--- config.mk ---
export PLATFORM = sky130hd
export DESIGN_NAME = frame_error_rate_tracker_unit
export DESIGN_NICKNAME = d
export VERILOG_FILES = /design/src/design/ferrt_pkg.sv /design/src/design/ferrt_front.sv /design/src/design/ferrt_queue.sv /design/src/design/ferrt_back.sv /design/src/design/frame_error_rate_tracker_unit.sv
export VERILOG_INCLUDE_DIRS = /design/src /design/src/design
export SDC_FILE = /design/constraint.sdc
export NUM_CORES = 1
export LEC_CHECK = 0
export ABC_CLOCK_PERIOD_IN_PS = 12000
export BUFFER_PORTS_ARGS = -buffer_cell sky130_fd_sc_hd__buf_4
export CAP_MARGIN = 20
export CORE_AREA = 4 4 235 237
export CTS_BUF_LIST = sky130_fd_sc_hd__clkbuf_8
export DETAILED_ROUTE_END_ITERATION = 6
export DIE_AREA = 0 0 239 241
export GPL_ROUTABILITY_DRIVEN = 1
export PLACE_DENSITY_LB_ADDON = 0.05
export SYNTH_ARGS = -nofsm -noshare
export SYNTH_HDL_FRONTEND = slang
export SYNTH_HIERARCHICAL = 1
export SYNTH_SLANG_ARGS = --single-unit
--- constraint.sdc ---
create_clock -name i_clk -period 12 [get_ports i_clk]
set_clock_uncertainty 0.05 [all_clocks]
set_input_delay 0 -clock i_clk [delete_from_list [all_inputs] [get_ports i_clk]]
set_output_delay 0 -clock i_clk [all_outputs]
set_load 0.02 [all_outputs]
--- src/design/assert_macros.svh ---
// Assertion macros shared by the design files.
`ifndef ASSERT_MACROS_SVH
`define ASSERT_MACROS_SVH

`ifndef SYNTHESIS
`define FERRT_ASSERT(label, clk, rst_n, prop) \
    label: assert property (@(posedge clk) disable iff (!rst_n) (prop)) \
        else $error("assertion failed");
`define FERRT_ASSERT_NEXT(label, clk, rst_n, ante, cons) \
    label: assert property (@(posedge clk) disable iff (!rst_n) (ante) |=> (cons)) \
        else $error("assertion failed");
`else
`define FERRT_ASSERT(label, clk, rst_n, prop)
`define FERRT_ASSERT_NEXT(label, clk, rst_n, ante, cons)
`endif

`endif

--- src/design/ferrt_pkg.sv ---
package ferrt_pkg;

    localparam int COUNTER_WIDTH = 32;

    localparam logic [2:0] KIND_GOOD   = 3'd0;
    localparam logic [2:0] KIND_BAD    = 3'd1;
    localparam logic [2:0] KIND_STOLEN = 3'd2;
    localparam logic [2:0] KIND_BER    = 3'd3;
    localparam logic [2:0] KIND_CLEAR  = 3'd4;

    localparam logic [15:0] Q16_MAX = 16'hFFFF;
    localparam logic [15:0] SCORE_DROP = 16'd2;

    localparam int SUM_W = 24;
    localparam int EMA_SHIFT = 4;
    localparam int SCALE_IN_W = SUM_W - EMA_SHIFT;
    localparam int RECIP_W = 21;
    localparam int RECIP_SHIFT = 24;
    localparam int PROD_W = SCALE_IN_W + RECIP_W;
    localparam logic [SUM_W-1:0] EMA_KEEP = 24'd207;
    localparam logic [RECIP_W-1:0] EMA_RECIP = 21'd1290556;

    localparam int DIV_STEPS = 16;
    localparam int STEP_W = $clog2(DIV_STEPS);
    localparam logic [STEP_W-1:0] STEP_LAST = STEP_W'(DIV_STEPS - 1);

    localparam int QDEPTH = 2;
    localparam int QPTR_W = $clog2(QDEPTH);
    localparam int QCNT_W = $clog2(QDEPTH + 1);

    typedef enum logic [2:0] {
        OP_GOOD,
        OP_BAD,
        OP_STOLEN,
        OP_BER,
        OP_CLEAR,
        OP_NONE
    } t_op;

    typedef struct packed {
        t_op         op;
        logic [3:0]  frame_count;
        logic [9:0]  bit_errors;
        logic [9:0]  frame_size;
        logic        ber_sat;
    } t_cmd;

    typedef struct packed {
        logic full;
        logic empty;
    } t_q_status;

    typedef enum logic [2:0] {
        ST_IDLE,
        ST_DIVIDE,
        ST_EMA_SUM,
        ST_EMA_SCALE,
        ST_FINISH
    } t_state;

endpackage

--- src/design/ferrt_front.sv ---
module ferrt_front (
    input  logic               i_valid,
    input  logic [2:0]         i_kind,
    input  logic [3:0]         i_frame_count,
    input  logic [9:0]         i_bit_errors,
    input  logic [9:0]         i_frame_size,
    input  ferrt_pkg::t_q_status i_q_status,
    output logic               o_stall,
    output logic               o_push,
    output ferrt_pkg::t_cmd    o_cmd
);

    ferrt_pkg::t_op op;

    always_comb begin
        case (i_kind)
            ferrt_pkg::KIND_GOOD:   op = ferrt_pkg::OP_GOOD;
            ferrt_pkg::KIND_BAD:    op = ferrt_pkg::OP_BAD;
            ferrt_pkg::KIND_STOLEN: op = ferrt_pkg::OP_STOLEN;
            ferrt_pkg::KIND_BER:    op = ferrt_pkg::OP_BER;
            ferrt_pkg::KIND_CLEAR:  op = ferrt_pkg::OP_CLEAR;
            default:                op = ferrt_pkg::OP_NONE;
        endcase
    end

    // A sample saturates exactly when the error count reaches the frame size.
    assign o_cmd.op          = op;
    assign o_cmd.frame_count = i_frame_count;
    assign o_cmd.bit_errors  = i_bit_errors;
    assign o_cmd.frame_size  = i_frame_size;
    assign o_cmd.ber_sat     = (i_bit_errors >= i_frame_size);

    assign o_stall = i_q_status.full;
    assign o_push  = i_valid && !i_q_status.full;

endmodule

--- src/design/ferrt_queue.sv ---
`include "assert_macros.svh"

module ferrt_queue (
    input  logic                 i_clk,
    input  logic                 i_rst_n,
    input  logic                 i_push,
    input  ferrt_pkg::t_cmd      i_cmd,
    input  logic                 i_pop,
    output ferrt_pkg::t_cmd      o_cmd,
    output ferrt_pkg::t_q_status o_status
);

    ferrt_pkg::t_cmd r_mem [ferrt_pkg::QDEPTH];
    logic [ferrt_pkg::QPTR_W-1:0] r_wr_ptr;
    logic [ferrt_pkg::QPTR_W-1:0] r_rd_ptr;
    logic [ferrt_pkg::QCNT_W-1:0] r_count;

    always_ff @(posedge i_clk) begin
        if (!i_rst_n) begin
            r_wr_ptr <= '0;
            r_rd_ptr <= '0;
            r_count  <= '0;
        end else begin
            if (i_push) begin
                r_wr_ptr <= r_wr_ptr + 1'b1;
            end
            if (i_pop) begin
                r_rd_ptr <= r_rd_ptr + 1'b1;
            end
            if (i_push && !i_pop) begin
                r_count <= r_count + 1'b1;
            end else if (!i_push && i_pop) begin
                r_count <= r_count - 1'b1;
            end
        end
    end

    always_ff @(posedge i_clk) begin
        if (i_push) begin
            r_mem[r_wr_ptr] <= i_cmd;
        end
    end

    assign o_cmd          = r_mem[r_rd_ptr];
    assign o_status.full  = (r_count == ferrt_pkg::QCNT_W'(ferrt_pkg::QDEPTH));
    assign o_status.empty = (r_count == '0);

    `FERRT_ASSERT(a_count_bound, i_clk, i_rst_n,
        r_count <= ferrt_pkg::QCNT_W'(ferrt_pkg::QDEPTH))
    `FERRT_ASSERT(a_no_overflow, i_clk, i_rst_n, !(i_push && o_status.full))
    `FERRT_ASSERT(a_no_underflow, i_clk, i_rst_n, !(i_pop && o_status.empty))

endmodule

--- src/design/ferrt_back.sv ---
`include "assert_macros.svh"

module ferrt_back (
    input  logic                 i_clk,
    input  logic                 i_rst_n,
    input  ferrt_pkg::t_cmd      i_cmd,
    input  ferrt_pkg::t_q_status i_q_status,
    output logic                 o_pop,
    input  logic                 i_stall,
    output logic                 o_valid,
    output logic [15:0]          o_average_fer,
    output logic [15:0]          o_average_ber,
    output logic [15:0]          o_latest_ber,
    output logic [31:0]          o_total_frames,
    output logic [31:0]          o_stolen_frames,
    output logic [31:0]          o_bad_frames,
    output logic [15:0]          o_bad_run_score
);

    localparam int CW = ferrt_pkg::COUNTER_WIDTH;

    ferrt_pkg::t_state r_state;
    ferrt_pkg::t_state n_state;
    ferrt_pkg::t_cmd   r_cmd;

    logic [9:0]  r_rem;
    logic [15:0] r_quo;
    logic [ferrt_pkg::STEP_W-1:0] r_step;
    logic [ferrt_pkg::SUM_W-1:0]  r_sum;
    logic [15:0] r_ema;

    logic [15:0]   r_fer_avg;
    logic [15:0]   r_ber_avg;
    logic [15:0]   r_ber_latest;
    logic [CW-1:0] r_total;
    logic [CW-1:0] r_stolen;
    logic [CW-1:0] r_bad;
    logic [15:0]   r_score;
    logic          r_out_valid;

    logic          out_free;
    logic          commit;
    logic [10:0]   trial;
    logic          ge;
    logic [9:0]    rem_next;
    logic [15:0]   sample;
    logic [15:0]   ema_avg;
    logic [15:0]   ema_x;
    logic [ferrt_pkg::PROD_W-1:0] scaled;
    logic [CW-1:0] frames;

    assign out_free = !r_out_valid || !i_stall;
    assign frames   = CW'(r_cmd.frame_count);

    // One restoring step of the bit error sample division.
    assign trial    = {r_rem, 1'b0};
    assign ge       = (trial >= {1'b0, r_cmd.frame_size});
    assign rem_next = ge ? 10'(trial - {1'b0, r_cmd.frame_size}) : trial[9:0];
    assign sample   = r_cmd.ber_sat ? ferrt_pkg::Q16_MAX : r_quo;

    always_comb begin
        case (r_cmd.op)
            ferrt_pkg::OP_BER: begin
                ema_avg = r_ber_avg;
                ema_x   = sample;
            end
            ferrt_pkg::OP_BAD: begin
                ema_avg = r_fer_avg;
                ema_x   = ferrt_pkg::Q16_MAX;
            end
            default: begin
                ema_avg = r_fer_avg;
                ema_x   = '0;
            end
        endcase
    end

    // The division by 208 is a shift by four and a reciprocal multiply for 13.
    assign scaled = ferrt_pkg::PROD_W'(r_sum[ferrt_pkg::SUM_W-1:ferrt_pkg::EMA_SHIFT])
                  * ferrt_pkg::PROD_W'(ferrt_pkg::EMA_RECIP);

    always_comb begin
        n_state = r_state;
        case (r_state)
            ferrt_pkg::ST_IDLE: begin
                if (!i_q_status.empty) begin
                    case (i_cmd.op)
                        ferrt_pkg::OP_BER: begin
                            n_state = i_cmd.ber_sat ? ferrt_pkg::ST_EMA_SUM
                                                    : ferrt_pkg::ST_DIVIDE;
                        end
                        ferrt_pkg::OP_GOOD, ferrt_pkg::OP_BAD: begin
                            n_state = ferrt_pkg::ST_EMA_SUM;
                        end
                        default: n_state = ferrt_pkg::ST_FINISH;
                    endcase
                end
            end
            ferrt_pkg::ST_DIVIDE: begin
                if (r_step == ferrt_pkg::STEP_LAST) begin
                    n_state = ferrt_pkg::ST_EMA_SUM;
                end
            end
            ferrt_pkg::ST_EMA_SUM:   n_state = ferrt_pkg::ST_EMA_SCALE;
            ferrt_pkg::ST_EMA_SCALE: n_state = ferrt_pkg::ST_FINISH;
            ferrt_pkg::ST_FINISH: begin
                if (out_free) begin
                    n_state = ferrt_pkg::ST_IDLE;
                end
            end
            default: n_state = ferrt_pkg::ST_IDLE;
        endcase
    end

    always_comb begin
        o_pop  = 1'b0;
        commit = 1'b0;
        case (r_state)
            ferrt_pkg::ST_IDLE:   o_pop  = !i_q_status.empty;
            ferrt_pkg::ST_FINISH: commit = out_free;
            default: begin
                o_pop  = 1'b0;
                commit = 1'b0;
            end
        endcase
    end

    always_ff @(posedge i_clk) begin
        if (!i_rst_n) begin
            r_state     <= ferrt_pkg::ST_IDLE;
            r_step      <= '0;
            r_out_valid <= 1'b0;
        end else begin
            r_state <= n_state;
            if (o_pop) begin
                r_step <= '0;
            end else if (r_state == ferrt_pkg::ST_DIVIDE) begin
                r_step <= r_step + 1'b1;
            end
            if (commit) begin
                r_out_valid <= 1'b1;
            end else if (!i_stall) begin
                r_out_valid <= 1'b0;
            end
        end
    end

    always_ff @(posedge i_clk) begin
        if (o_pop) begin
            r_cmd <= i_cmd;
            r_rem <= i_cmd.bit_errors;
            r_quo <= '0;
        end else if (r_state == ferrt_pkg::ST_DIVIDE) begin
            r_rem <= rem_next;
            r_quo <= {r_quo[14:0], ge};
        end
        if (r_state == ferrt_pkg::ST_EMA_SUM) begin
            r_sum <= ferrt_pkg::SUM_W'(ema_avg) * ferrt_pkg::EMA_KEEP
                   + ferrt_pkg::SUM_W'(ema_x);
        end
        if (r_state == ferrt_pkg::ST_EMA_SCALE) begin
            r_ema <= scaled[ferrt_pkg::RECIP_SHIFT +: 16];
        end
    end

    always_ff @(posedge i_clk) begin
        if (!i_rst_n) begin
            r_fer_avg    <= '0;
            r_ber_avg    <= '0;
            r_ber_latest <= '0;
            r_total      <= '0;
            r_stolen     <= '0;
            r_bad        <= '0;
            r_score      <= '0;
        end else if (commit) begin
            case (r_cmd.op)
                ferrt_pkg::OP_GOOD: begin
                    r_score   <= (r_score <= 16'd1) ? '0 : r_score - ferrt_pkg::SCORE_DROP;
                    r_fer_avg <= r_ema;
                    r_total   <= r_total + frames;
                end
                ferrt_pkg::OP_BAD: begin
                    if (r_score != ferrt_pkg::Q16_MAX) begin
                        r_score <= r_score + 1'b1;
                    end
                    r_fer_avg <= r_ema;
                    r_total   <= r_total + frames;
                    r_bad     <= r_bad + frames;
                end
                ferrt_pkg::OP_STOLEN: begin
                    r_total  <= r_total + frames;
                    r_stolen <= r_stolen + frames;
                end
                ferrt_pkg::OP_BER: begin
                    r_ber_latest <= sample;
                    r_ber_avg    <= r_ema;
                end
                ferrt_pkg::OP_CLEAR: begin
                    r_fer_avg <= '0;
                    r_ber_avg <= '0;
                    r_total   <= '0;
                    r_stolen  <= '0;
                    r_bad     <= '0;
                    r_score   <= '0;
                end
                default: r_score <= r_score;
            endcase
        end
    end

    assign o_valid         = r_out_valid;
    assign o_average_fer   = r_fer_avg;
    assign o_average_ber   = r_ber_avg;
    assign o_latest_ber    = r_ber_latest;
    assign o_total_frames  = 32'(r_total);
    assign o_stolen_frames = 32'(r_stolen);
    assign o_bad_frames    = 32'(r_bad);
    assign o_bad_run_score = r_score;

    `FERRT_ASSERT(a_rem_below_size, i_clk, i_rst_n,
        (r_state == ferrt_pkg::ST_DIVIDE) |-> ({1'b0, r_rem} < {1'b0, r_cmd.frame_size}))
    `FERRT_ASSERT(a_ema_fits, i_clk, i_rst_n,
        (r_state == ferrt_pkg::ST_EMA_SCALE) |-> (scaled[ferrt_pkg::PROD_W-1:40] == '0))
    `FERRT_ASSERT_NEXT(a_held_result, i_clk, i_rst_n, r_out_valid && i_stall,
        $stable(r_total) && $stable(r_fer_avg) && $stable(r_ber_avg) && $stable(r_score))

endmodule

--- src/design/frame_error_rate_tracker_unit.sv ---
// Link quality monitor: each event item (good, bad or stolen frame, bit error
// sample, clear) yields one item carrying every statistic after that event.
// Events pass through a two-entry queue to an execution stage, so up to two
// further events are taken while one is being worked on or its result waits.
// A good or bad frame event passes from the queue through the averaging sum,
// scale and finish states; a stolen frame, clear or unused event goes straight
// to finish. A bit error sample first runs the 16-step serial divider that
// forms the sample, unless it saturates, and then the shared averaging
// multiply. A stalled result holds the execution stage in its finish state
// until the result is taken. Averages use weight 1/208 in unsigned Q0.16.
module frame_error_rate_tracker_unit (
    input  logic        i_clk,
    input  logic        i_rst_n,
    input  logic        i_valid,
    output logic        o_stall,
    input  logic [2:0]  i_kind,
    input  logic [3:0]  i_frame_count,
    input  logic [9:0]  i_bit_errors,
    input  logic [9:0]  i_frame_size,
    output logic        o_valid,
    input  logic        i_stall,
    output logic [15:0] o_average_fer,
    output logic [15:0] o_average_ber,
    output logic [15:0] o_latest_ber,
    output logic [31:0] o_total_frames,
    output logic [31:0] o_stolen_frames,
    output logic [31:0] o_bad_frames,
    output logic [15:0] o_bad_run_score
);

    ferrt_pkg::t_cmd      push_cmd;
    ferrt_pkg::t_cmd      head_cmd;
    ferrt_pkg::t_q_status q_status;
    logic                 push;
    logic                 pop;

    ferrt_front u_front (
        .i_valid       (i_valid),
        .i_kind        (i_kind),
        .i_frame_count (i_frame_count),
        .i_bit_errors  (i_bit_errors),
        .i_frame_size  (i_frame_size),
        .i_q_status    (q_status),
        .o_stall       (o_stall),
        .o_push        (push),
        .o_cmd         (push_cmd)
    );

    ferrt_queue u_queue (
        .i_clk    (i_clk),
        .i_rst_n  (i_rst_n),
        .i_push   (push),
        .i_cmd    (push_cmd),
        .i_pop    (pop),
        .o_cmd    (head_cmd),
        .o_status (q_status)
    );

    ferrt_back u_back (
        .i_clk           (i_clk),
        .i_rst_n         (i_rst_n),
        .i_cmd           (head_cmd),
        .i_q_status      (q_status),
        .o_pop           (pop),
        .i_stall         (i_stall),
        .o_valid         (o_valid),
        .o_average_fer   (o_average_fer),
        .o_average_ber   (o_average_ber),
        .o_latest_ber    (o_latest_ber),
        .o_total_frames  (o_total_frames),
        .o_stolen_frames (o_stolen_frames),
        .o_bad_frames    (o_bad_frames),
        .o_bad_run_score (o_bad_run_score)
    );

endmodule
==> flow_metrics.env <==
export IMPL_cts_htree_levels=2
export IMPL_drt_first_iter_violations=922
export IMPL_synth_edf_count=120
export IMPL_yosysTopAreaCellShare=0.1695
export IMPL_synth_xor_xnor_area_share=0.04561
export IMPL_finalSetupViolations=0
export IMPL_rsz0062_at_grt="no"
export IMPL_nNetsFinal=3139
export IMPL_num_fill_cells=4893
export IMPL_timing_critical_path_mode_cell="inv_1"
export IMPL_route_antenna_remaining_nets=0
export IMPL_number_of_global_route_vias_before_repair=17592
export IMPL_worst_hold_path_type="primary input to flip-flop"
export IMPL_synth_seq_cells=309
export IMPL_top_level_ports=193
export IMPL_path_max_fanout=22
export IMPL_hold_violation_count_in_the_final_report=0
export IMPL_timing_setup_critical_path_class="flip-flop to flip-flop"
export IMPL_yosys_cell_count_top_type="inv_1"
export IMPL_timing_critical_path_to_type="flip-flop"
export IMPL_crit_path_cell_trace="nand3b_1 -> buf_8 -> mux2_2 -> fa_1 -> inv_1 -> fa_1 -> inv_1 -> ha_1 -> inv_1 -> fa_1 -> inv_1 -> ha_1 -> nor2b_1 -> o21ai_1 -> a21boi_1 -> o21ai_1 -> a31oi_1 -> or3_1 -> a2111oi_0 -> nor3b_1"
export IMPL_dpl_wire_length_um=46100
export IMPL_die_w_um=239
export IMPL_area_growth_synth_to_final_pct=16.17
export IMPL_clock_fmax_ghz=0.1499
export IMPL_clockRootBuffer="clkbuf_8"
export IMPL_cts_inserted_buffers=57
export IMPL_max_slew_headroom_at_the_worst_pin=0.3044
export IMPL_net_count_after_synthesis=2907
export IMPL_route_detailed_drc=0
export IMPL_crit_path_max_incr_delay_ns=0.86
export IMPL_clock_sinks=309
export IMPL_syn_inst=2415
export IMPL_synth_cell_area_sq_um=23620
export IMPL_pin_count_of_the_biggest_net_entering_global_routing=85
export IMPL_clk_insertion_delay_late_ns=0.68
export IMPL_synth_adder_area_share=0.3078
export IMPL_cpMaxStageDelayCell="edfxtp_1"
export IMPL_finalWeightedCongestion=0.8704
export IMPL_die_area_sq_um=57600
export IMPL_dr_pass1_iters=7
export IMPL_reg2reg_to="u_back/r_sum[23]"
export IMPL_grt_remaining_overflow=0
export IMPL_track_usage=0.2077
export IMPL_antenna_found_initial=1
export IMPL_post_cts_buffers=0
export IMPL_worstPathRequired_ns=12.35
export IMPL_main_combinational_cell_family_by_area_after_synthesis="adder cells"
export IMPL_hold_path_startpoint="i_kind[2]"
export IMPL_worst_r2r_startpoint="u_back/r_cmd[26]"
export IMPL_worstMarginPinSlew_ns=1.038
export IMPL_whs_endpoint="u_queue/r_mem[0][26]"
export IMPL_worst_r2r_path_depth=20
export IMPL_synth_area_mux_share=0.02463
export IMPL_seq_area_frac_synth=0.3128
export IMPL_run_status="finished, final reports clean"
export IMPL_clock_path_buffers=3
export IMPL_layout_drive_gt1_share=0.1363
export IMPL_syn_avg_cell_area_sq_um=9.780
export IMPL_crit_arrival_ns=7.02
export IMPL_final_max_slew_violation_count=0
export IMPL_detail_route_wl_per_cell_um=17.74
export IMPL_async_flop_share=0
export IMPL_grt_pass1_wl_um=96150
export IMPL_vias=17316
export IMPL_cap_violations=0
export IMPL_via_per_inst=5.109
export IMPL_synth_largest_area_cell="fa_1"
export IMPL_io_port_bufs=192
export IMPL_synth_top_cells_by_count="inv_1 (436), ha_1 (261), nor2_1 (212)"
export IMPL_route_final_wire_length_um=60130
export IMPL_min_path_cells=3
export IMPL_fin_crit_sh=0.5561
export IMPL_most_used_dff_post_synth="dfxtp_1"
export IMPL_dieHeight_um=241
export IMPL_core_area_sq_um=53280
export IMPL_fin_setup_tns_ns=0
export IMPL_cts_clk_slew_worst_paths_ns=0.06
export IMPL_clock_tree_from_tritoncts="yes"
export IMPL_yosys_area_share_simple=0.1215
export IMPL_synth_top_cells_by_area="fa_1 (17%), dfxtp_1 (16%), edfxtp_1 (15%), ha_1 (14%), inv_1 (6.9%)"
export IMPL_synthesis_yosys_warnings=6
export IMPL_reg2reg_setup_slack_ns=5.33
export IMPL_synth_compound_area_share=0.09870
export IMPL_crit_path_start_kind="flip-flop"
export IMPL_final_period_minus_worst_setup_slack_ns=6.673
export IMPL_synth_cell_types=90
export IMPL_placement_rows=85
export IMPL_initial_utilization=0.4433
==> per-stage QoR <==
stage	cell area (sq um)	worst slack [ns]	util	std cells	hold WS, ns
after global placement	25560	5.075	0.4798	3224	0.1449
after global routing	27440	5.012	0.5149	3389	0.1196
after detailed placement	25590	4.856	0.4803	3225	0.1462
after floorplan	23620	6.020	-	2415	0.06379
final	27440	5.327	0.5149	3389	0.1582
after CTS	27390	4.814	0.5141	3385	0.09433
==> layout make-up <==
type	count	area [sq um]	share of cell area
antenna	1	2.502	0.00009121
tap	696	870.8	0.03174
sequential	309	7387	0.2692
clock buffer	73	1005	0.03662
multi-input combinational	1582	14160	0.5161
clock inverter	31	234.0	0.008528
timing repair buffer	261	2140	0.07798
inverter	436	1637	0.05965
==> cells by family after synthesis <==
family | count (synthesis)
xor gates and xnor gates | 123
DFF | 309
buffers and inverters | 524
muxes | 53
and+or+nand+nor | 584
AOI/OAI and AO/OA | 361
adders and majority gates | 461
==> worst max-delay path by stage <==
stage	startpoint	endpoint	slack [ns]	cells past startpoint
finish	u_back/r_cmd[26]	u_back/r_sum[23]	5.33	20
global route	u_back/r_cmd[26]	u_back/r_sum[23]	5.01	20
CTS	u_back/r_cmd[26]	u_back/r_sum[23]	4.81	15
detailed placement	u_back/r_cmd[26]	u_back/r_sum[23]	4.86	15
global placement	u_back/r_cmd[26]	u_back/r_sum[23]	5.08	16
floorplan	u_back/r_cmd[25]	u_back/r_sum[23]	6.02	18
==> timing repair <==
| action | 4_1_cts | 5_1_grt |
|---|---|---|
| hold endpoints to repair | 87 | 0 |
| resized for setup | 0 | 0 |
| hold buffers | 56 | 0 |
==> critical path: cells and delay by family (launching register included) <==
| kind | cells | cell delay, ns |
|---|---|---|
| multiplexers | 1 | 0.35 |
| flip-flops | 1 | 0.86 |
| AND/OR/NAND/NOR | 4 | 1.21 |
| buffers and inverters | 5 | 0.50 |
| AO/OA/AOI/OAI | 5 | 1.26 |
| adder cells (fa/ha/maj) | 5 | 2.15 |
==> cells in the final DEF, fill, tap and decap left out, types with 10 or more instances in the layout <==
master | netlist | routed
a211oi_1 | 22 | 22
a21o_1 | 22 | 22
a21oi_1 | 123 | 123
a22o_1 | 16 | 16
a22oi_1 | 25 | 25
and2_1 | 15 | 15
and3_1 | 24 | 24
and4_1 | 10 | 10
buf_4 | 25 | 202
clkbuf_8 | 0 | 73
dfxtp_1 | 189 | 189
dlygate4sd3_1 | 0 | 56
edfxtp_1 | 120 | 120
fa_1 | 200 | 200
ha_1 | 261 | 261
inv_1 | 436 | 451
mux2_2 | 41 | 41
mux2i_1 | 12 | 12
nand2_1 | 127 | 127
nand3_1 | 63 | 63
nand4_1 | 21 | 21
nor2_1 | 212 | 211
nor2b_1 | 15 | 14
nor3_1 | 21 | 20
o21a_1 | 11 | 11
o21ai_0 | 61 | 60
or3_1 | 28 | 28
xnor2_1 | 59 | 59
xor2_1 | 64 | 64
==> metal layers <==
layer,track usage,part of all wire,wire [um],up-vias
met2,0.3309,0.46,27760,362
li1,-,-,-,8503
met4,0.05456,0.023,1396,0
met5,0,0,0,-
met3,0.03782,0.049,2973,72
met1,0.2946,0.47,28000,8379
==> state kept, by name (all words and copies together) (netlist names), named ones only <==
signal	cells
u_queue/r_mem	56
u_back/o_bad_frames	32
u_back/o_stolen_frames	32
u_back/o_total_frames	32
u_back/r_sum	20
u_back/o_average_ber	16
u_back/o_average_fer	16
u_back/o_bad_run_score	16
u_back/o_latest_ber	16
u_back/r_ema	16
u_back/r_quo	16
u_back/r_cmd	14
u_back/r_rem	10
u_back/frames	4
u_back/r_step	4
u_back/r_state	3
u_queue/r_count	2
u_back/o_valid	1
u_queue/r_rd_ptr	1
u_queue/r_wr_ptr	1
Power is left out: the tool's default activity adds up to more than one toggle a clock period on the data nets, which glitch-free logic cannot reach.
